===== src/rtl/tsc_pkg.sv =====
package tsc_pkg;

	localparam int MAX_ORDER_DEF   = 4;
	localparam int STORE_DEPTH_DEF = 4096;
	localparam int MAX_DIM_DEF     = 16;

	// element counts and strides of a four-mode tensor with modes of up to 16
	localparam int CW = 17;

	localparam logic [1:0] ACT_LOAD_A  = 2'd0;
	localparam logic [1:0] ACT_LOAD_B  = 2'd1;
	localparam logic [1:0] ACT_COMPUTE = 2'd2;

	localparam logic [1:0] ST_OK    = 2'd0;
	localparam logic [1:0] ST_SHAPE = 2'd1;
	localparam logic [1:0] ST_RANGE = 2'd2;

	localparam logic [2:0] REG_ORDER_A = 3'd0;
	localparam logic [2:0] REG_ORDER_B = 3'd1;
	localparam logic [2:0] REG_MODE_A  = 3'd2;
	localparam logic [2:0] REG_MODE_B  = 3'd3;
	localparam logic [2:0] REG_DIMS_A  = 3'd4;
	localparam logic [2:0] REG_DIMS_B  = 3'd5;

	typedef enum logic [3:0] {
		S_IDLE,
		S_LOAD,
		S_SHAPE,
		S_CHECK,
		S_POS,
		S_DIV,
		S_ACC,
		S_RANGE,
		S_MAC,
		S_DRAIN,
		S_RESP
	} state_t;

	typedef struct packed {
		logic       capture;
		logic       load;
		logic       shape_step;
		logic       walk_init;
		logic       div_init;
		logic       div_step;
		logic       acc_digit;
		logic       mac_init;
		logic       mac_issue;
		logic       set_shape_err;
		logic       set_range_err;
		logic       emit;
		logic [2:0] sel;
	} cmd_t;

	typedef struct packed {
		logic       shape_err;
		logic       kept;
		logic       tmp_zero;
		logic       pipe_busy;
		logic [4:0] len;
	} stat_t;

	function automatic logic [4:0] dim_size(input logic [15:0] dims, input logic [1:0] i);
		return {1'b0, dims[{i, 2'b00} +: 4]} + 5'd1;
	endfunction

endpackage


===== src/rtl/tsc_ctrl.sv =====
module tsc_ctrl (
	input  logic              clk,
	input  logic              arst_n,
	input  logic              in_valid,
	input  logic [1:0]        action,
	output logic              in_ready,
	output logic              out_valid,
	input  logic              out_ready,
	input  tsc_pkg::stat_t    st,
	output tsc_pkg::cmd_t     cmd
);

	tsc_pkg::state_t state_q, state_d;
	logic [2:0] cnt_q;
	logic [1:0] chunk_q;
	logic [4:0] k_q;
	logic       out_valid_q;
	logic       out_free;

	assign out_free  = !out_valid_q || out_ready;
	assign out_valid = out_valid_q;

	always_comb begin
		state_d = state_q;
		unique case (state_q)
			tsc_pkg::S_IDLE: begin
				if (in_valid) begin
					case (action) inside
						tsc_pkg::ACT_LOAD_A, tsc_pkg::ACT_LOAD_B: state_d = tsc_pkg::S_LOAD;
						tsc_pkg::ACT_COMPUTE: state_d = tsc_pkg::S_SHAPE;
						default: state_d = tsc_pkg::S_RESP;
					endcase
				end
			end
			tsc_pkg::S_LOAD:  state_d = tsc_pkg::S_RESP;
			tsc_pkg::S_SHAPE: if (cnt_q[1:0] == 2'd3) state_d = tsc_pkg::S_CHECK;
			tsc_pkg::S_CHECK: state_d = st.shape_err ? tsc_pkg::S_RESP : tsc_pkg::S_POS;
			tsc_pkg::S_POS: begin
				if (st.kept) state_d = tsc_pkg::S_DIV;
				else if (cnt_q == 3'd7) state_d = tsc_pkg::S_RANGE;
			end
			tsc_pkg::S_DIV:   if (chunk_q == 2'd2) state_d = tsc_pkg::S_ACC;
			tsc_pkg::S_ACC:   state_d = (cnt_q == 3'd7) ? tsc_pkg::S_RANGE : tsc_pkg::S_POS;
			tsc_pkg::S_RANGE: state_d = st.tmp_zero ? tsc_pkg::S_MAC : tsc_pkg::S_RESP;
			tsc_pkg::S_MAC:   if (k_q == st.len - 5'd1) state_d = tsc_pkg::S_DRAIN;
			tsc_pkg::S_DRAIN: if (!st.pipe_busy) state_d = tsc_pkg::S_RESP;
			tsc_pkg::S_RESP:  if (out_free) state_d = tsc_pkg::S_IDLE;
			default:          state_d = tsc_pkg::S_IDLE;
		endcase
	end

	always_comb begin
		cmd = '0;
		cmd.sel = cnt_q;
		in_ready = 1'b0;
		unique case (state_q)
			tsc_pkg::S_IDLE: begin
				in_ready = 1'b1;
				cmd.capture = in_valid;
			end
			tsc_pkg::S_LOAD:  cmd.load = 1'b1;
			tsc_pkg::S_SHAPE: cmd.shape_step = 1'b1;
			tsc_pkg::S_CHECK: begin
				cmd.set_shape_err = st.shape_err;
				cmd.walk_init = !st.shape_err;
			end
			tsc_pkg::S_POS:   cmd.div_init = st.kept;
			tsc_pkg::S_DIV:   cmd.div_step = 1'b1;
			tsc_pkg::S_ACC:   cmd.acc_digit = 1'b1;
			tsc_pkg::S_RANGE: begin
				cmd.mac_init = st.tmp_zero;
				cmd.set_range_err = !st.tmp_zero;
			end
			tsc_pkg::S_MAC:   cmd.mac_issue = 1'b1;
			tsc_pkg::S_DRAIN: ;
			tsc_pkg::S_RESP:  cmd.emit = out_free;
			default:          ;
		endcase
	end

	always_ff @(posedge clk or negedge arst_n) begin
		if (!arst_n) begin
			state_q     <= tsc_pkg::S_IDLE;
			cnt_q       <= '0;
			chunk_q     <= '0;
			k_q         <= '0;
			out_valid_q <= 1'b0;
		end else begin
			state_q <= state_d;
			case (state_q)
				tsc_pkg::S_IDLE:  cnt_q <= '0;
				tsc_pkg::S_SHAPE: cnt_q <= cnt_q + 3'd1;
				tsc_pkg::S_CHECK: cnt_q <= '0;
				tsc_pkg::S_POS: begin
					if (st.kept) chunk_q <= '0;
					else if (cnt_q != 3'd7) cnt_q <= cnt_q + 3'd1;
				end
				tsc_pkg::S_DIV:   chunk_q <= chunk_q + 2'd1;
				tsc_pkg::S_ACC:   cnt_q <= cnt_q + 3'd1;
				tsc_pkg::S_RANGE: k_q <= '0;
				tsc_pkg::S_MAC:   k_q <= k_q + 5'd1;
				default: ;
			endcase
			if (cmd.emit) out_valid_q <= 1'b1;
			else if (out_ready) out_valid_q <= 1'b0;
		end
	end

endmodule


===== config.mk =====
export PLATFORM = sky130hd
export DESIGN_NAME = tsc_ctrl
export DESIGN_NICKNAME = d
export VERILOG_FILES = /design/src/rtl/tsc_pkg.sv /design/src/rtl/tsc_ctrl.sv
export SDC_FILE = /design/constraint.sdc
export NUM_CORES = 1
export LEC_CHECK = 0
export ABC_AREA = 1
export BUFFER_PORTS_ARGS = -buffer_cell sky130_fd_sc_hd__buf_2
export CORE_ASPECT_RATIO = 1.2
export CORE_MARGIN = 1.5
export CORE_UTILIZATION = 40
export DETAILED_ROUTE_END_ITERATION = 10
export PLACE_DENSITY_LB_ADDON = 0.25
export SYNTH_ARGS = -nofsm -noshare
export SYNTH_HDL_FRONTEND = slang
export SYNTH_SLANG_ARGS = --single-unit

===== constraint.sdc =====
create_clock -name clk -period 1.73 [get_ports clk]
set_input_delay 0.346 -clock clk [delete_from_list [all_inputs] [get_ports clk]]
set_output_delay 0.346 -clock clk [all_outputs]
set_load 0.03 [all_outputs]

**Word-level counts from Yosys, hierarchy flattened**

Cells that the tools add are included.

- Mux-type cells: 35
- Reduce and logical (&&, ||, !) cells: 16
- $add $sub $neg: 4
- Equal/unequal tests: 27

Operator list:

| cell | number |
|---|---|
| 4-bit two-way mux | 11 |
| 4-bit case mux with 11 select lines | 1 |
| 2-bit != test (second input constant) | 9 |
| 4-bit by 3-bit == test with 1-bit output (second input constant) | 4 |
| 1-bit two-way mux | 15 |
| 4-bit == test (second input constant) | 3 |
| 5-bit case mux with 2 select lines | 1 |
| 3-bit case mux with 3 select lines | 1 |
| 4-bit by 2-bit == test with 1-bit output (second input constant) | 2 |
| 7-bit AND reduction | 1 |
| 2-bit == test (second input constant) | 3 |
| 2-bit two-way mux | 3 |
| 3-bit two-way mux | 2 |
| 3-bit != test (second input constant) | 2 |
| 2-bit nonzero test | 3 |
| 2-bit OR reduction | 3 |
| 5-bit by 1-bit adder with 5-bit output (second input constant) | 1 |
| 5-bit == test | 1 |
| 5-bit by 1-bit subtractor with 5-bit output (second input constant) | 1 |
| 4-bit by 1-bit == test with 1-bit output (second input constant) | 1 |
| 4-bit logical NOT | 1 |
| 2-bit case mux with 2 select lines | 1 |
| 3-bit by 1-bit adder with 3-bit output (second input constant) | 1 |
| 3-bit == test (second input constant) | 1 |
| 8 further kinds | 10 |

- Input port bits: 15
- Output and inout bits: 17
- Word-level logic and storage cells: 87
- Register bits after elaboration: 15

**Logic depth before layout (Yosys ltp)**

- Word-level depth: 5
- Mapped depth: 13
- Depth with buffers taken out: 13

**Worst setup path before layout**

Ideal clock, no wire load.

- Path type: register to register
- Start: register cnt_q[0]
- End: register state_q[0]
- Data required time: 1.613 ns
- Slack: 0.105 ns
- Arrival time: 1.508 ns
- Library setup time: 0.117 ns
- Stages on the path, launching flop included: 12
- Path buffers: 0
- Clock period less this slack: 1.625 ns
- Cells stage by stage: dfrtp_1 -> ha_1 -> ha_1 -> nor2_1 -> nand2_2 -> nand2_1 -> inv_1 -> nand2_2 -> nor2_4 -> nand2_2 -> nand2_1 -> nand2_1

- Longest elaborated chain between the ends: 3
- Elaborated cells on any way between the ends: 7
- Those cells by class: eq/ne: 4; mux: 2; reduce/logical: 1

RTL lines:

| what | RTL line | text |
|---|---|---|
| start: declaration | tsc_ctrl.sv:14 | `logic [2:0] cnt_q;` |
| start signal: assignment | tsc_ctrl.sv:92 | `tsc_pkg::S_SHAPE: cnt_q <= cnt_q + 3'd1;` |
| start signal: assignment | tsc_ctrl.sv:96 | `else if (cnt_q != 3'd7) cnt_q <= cnt_q + 3'd1;` |
| start signal: assignment | tsc_ctrl.sv:99 | `tsc_pkg::S_ACC: cnt_q <= cnt_q + 3'd1;` |
| 3-bit == test or 2-bit == test (tied branches) | tsc_ctrl.sv:40, tsc_ctrl.sv:43, tsc_ctrl.sv:36 |  |
| 2-bit two-way mux (tied with other cells) | tsc_ctrl.sv:43 | `tsc_pkg::S_ACC: state_d = (cnt_q == 3'd7) ? tsc_pkg::S_RANGE : tsc_pkg::S_POS;` |
| 4-bit case mux with 11 select lines or 7-bit AND reduction (tied branches) | -- |  |
| end signal: assignment | tsc_ctrl.sv:83 | `state_q <= tsc_pkg::S_IDLE;` |
| end signal: assignment | tsc_ctrl.sv:89 | `state_q <= state_d;` |
| end: declaration | tsc_ctrl.sv:13 | `tsc_pkg::state_t state_q, state_d;` |

Parallel ways exist; a longest one is shown, timed or not.
A chain may end at the register's enable or synchronous reset.

==> flow_summary.yaml <==
outcome:
  outcome: "complete, no violations"
route:
  drt-pass1-iter-count: 4
  antenna_left: 0
  detail_route.wl_per_cell_um: 10.52
  remaining_drc_errors: 0
  drt_iter0_drc: 18
  routed-via-count: 1229
  avgViaCountPerCell: 4.673
  drt-total-wl_um: 2766
synth:
  dominantRegCellSynth: "dfrtp_1"
  post_synthesis_cell_type_count: 21
  mappedNetlistNets: 211
  synth.cell_area_mm2: 0.001235
  syn-instance-count: 191
  yosysWarnings: 0
  synthMostInstantiatedCell: "nand2_1"
  synthTopCellsByArea: "dfrtp_1 (30%), nand2_1 (17%), inv_1 (9.7%)"
  post_synth.cell_area_avg_um2: 6.466
  area_fraction_of_the_dominant_cell_type_after_synthesis_pct: 30.40
  ys_top_cells_by_count: "nand2_1 (57), inv_1 (32), nor2_1 (26)"
  synth_edf_count: 0
  yosys.area.top_type: "dfrtp_1"
  yosys_register_bits: 15
  yosysSeqAreaShare_pct: 30.40
  asyncSetResetFlopFracSynth_pct: 100.0
placement:
  hpwlAfterDp_um: 2239
  routabilityCongestion: 0.7994
  dp.cells: 258
  total_of_buffers_placed_on_input_and_output_ports: 31
power_and_ir_drop:
  totalPowerFinal_mw: 2.609
  clock_power_share_pct: 8.4
  power_density_mw_per_mm2: 1680
  static-leakage-power_nw: 0.8760
  cell_internal_pwr_mw: 1.193
  comb_power_share_pct: 66.7
  peakVddDrop_mv: 1.136
  power.switching_fraction_pct: 54.26
  power.net_switching_mw: 1.415
  seq_power_share_pct: 24.9
cts:
  cts-root-buf: "clkbuf_4"
  cts_sinks: 15
  cts-buffers-inserted: 3
  clock_insertion_delay_worst_skew_ns: 0.30
  worst_setup_hold_path_clk_slew_ns: 0.10
  ctsLongestPathBuffers: 2
  htree_levels: 1
  tritoncts: "yes"
timing:
  period_share_pct: 98.96
  timing.final.hold_violations: 0
  tightest_slew_ns: 0.3448
  timing.slew.headroom_pct: 77.02
  final_max_slew_violation_count: 0
  grt_setup_unrepaired: "true"
  fmax_ghz: 0.5841
  setup-violations-final: 0
  final_period_minus_worst_setup_slack_ns: 1.712
  finalSetupTns_ns: 0
  fin_worst_skew_ns: 0.005338
  hold_slack_final_ns: 0.2420
run:
  max-cap-violations: 0
setup_path:
  timing.rr.end: "state_q[3]"
  worstReg2RegStart: "cnt_q[0]"
  crit_fanout: 4
  cp-startpoint: "state_q[1]"
  worstSetupPathType: "flop to output pin"
  worst_ep_required_time_ns: 1.38
  setup.worst_path.start_class: "flop"
  ff2ff_path_depth: 10
  worst-r2r-setup-slack_ns: 0.16
  critPathCaptureType: "output pin"
  worstPathArrival_ns: 1.37
floorplanning:
  row_count: 21
  die_width_um: 53.72
  initial_utilization_pct: 43.12
  placeable_area_mm2: 0.002864
  floorplan_die_area_mm2: 0.003431
  die_ht_um: 63.87
  boundaryPins: 32
layout:
  diodes: 0
  layout_cell_share_with_drive_strength_beyond_1_pct: 32.31
  finish.cell_count_without_fillers: 263
  flow.area_growth_from_synthesis_pct: 25.73
  area_taken_by_flip_flops_and_latches_um2: 379.1
  net_total_in_the_final_layout: 250
  area_taken_by_multi_input_logic_gates_um2: 745.7
  layout.filler_cells: 297
global_route:
  maximum_number_of_pins_on_one_net_before_global_route_repair: 16
  antenna_found_initial: 0
  global_route_wire_length_before_repair_um: 4471
  grt_remaining_overflow: 0
  first_global_vias: 1139
  grt_use_total_pct: 17.57
min_path:
  hold_path.startpoint: "out_ready"
  worst_hold_path.endpoint: "out_valid"
  hold_path_depth: 2
  worst_hold_path_type: "input port to flop"
[state kept, by name (all words and copies together), names as in the netlist]
name and count:
chunk_q 2, cnt_q 3, k_q 5, out_valid 1, state_q 4
[placed cells by master (no fill, tap or decap), drive strengths merged]
cell	count
clkinvlp	1
dlygate4sd3	1
o32ai	1
dfrtp	15
nand3	11
ha	5
o22ai	2
clkbuf	4
and3	1
a21oi	3
nor2	35
nand2	68
o21ai	9
inv	39
nand4	1
o2111ai	1
buf	32
[power groups by stage]
stage               sequential, mW  clock (mW)  combinational (mW)
global placement             0.633           0                1.64
detailed placement           0.642           0                1.64
CTS                          0.634       0.223                1.68
global route                 0.675       0.232                1.93
floorplan                    0.682           0                1.22
finish                       0.650       0.218                1.74
[worst max path at each step]
stage / cells after the start / endpoint / slack [ns]
after detailed placement: 14 / state_q[3] / 0.09
after global routing: 6 / cmd[10] / -0.05
after CTS: 5 / cmd[14] / -0.0006
after global placement: 14 / state_q[3] / 0.11
after floorplan: 11 / state_q[0] / 0.11
final: 6 / cmd[10] / 0.02
[worst max-delay path: stages (launching register included)]
cell,delay [ns]
dfrtp_2,0.47
inv_2,0.09
nand2_2,0.10
nor2_4,0.10
inv_1,0.06
nor2_1,0.09
buf_4,0.17
[what timing repair did]
item                                   in CTS  in global routing
resized for setup                           8                 19
pin swaps                                   1                  3
setup endpoints to repair                   6                 12
endpoints found under the hold margin      15                  0
setup buffers                               0                  0
hold buffers                                1                  0
[cell type report]
class	count	area share, %
Clock buffer	3	1.450
Inverter	39	9.428
Sequential cell	15	24.42
Multi-Input combinational cell	137	48.03
Clock inverter	1	0.4835
Timing Repair Buffer	34	13.46
Tap cell	34	2.740
[cells by family after synthesis]
logic type,share of synthesized area (%)
simple gates,43.26
buf+inv,11.85
compound gates,9.422
flops,30.40
fa+ha+maj,5.066
[stage by stage]
stage                     cell area (um^2)  worst slack (ns)  utilization, %
after floorplan                       1235            0.1054               -
after global placement                1448            0.1070           50.55
after detailed placement              1448           0.08660           50.55
after CTS                             1510        -0.0006394           52.73
after global routing                  1553          -0.05271           54.22
final                                 1553           0.01799           54.22
[per-layer routing]
layer | vias up | track usage [%] | share of wire, %
li1 | 661 | - | -
met1 | 536 | 20.95 | 45
met2 | 26 | 30.18 | 49
met3 | 6 | 1.402 | 4.2
met4 | 0 | 8.974 | 2.1
met5 | - | 0 | 0
Power figures use the tool's default switching activity.
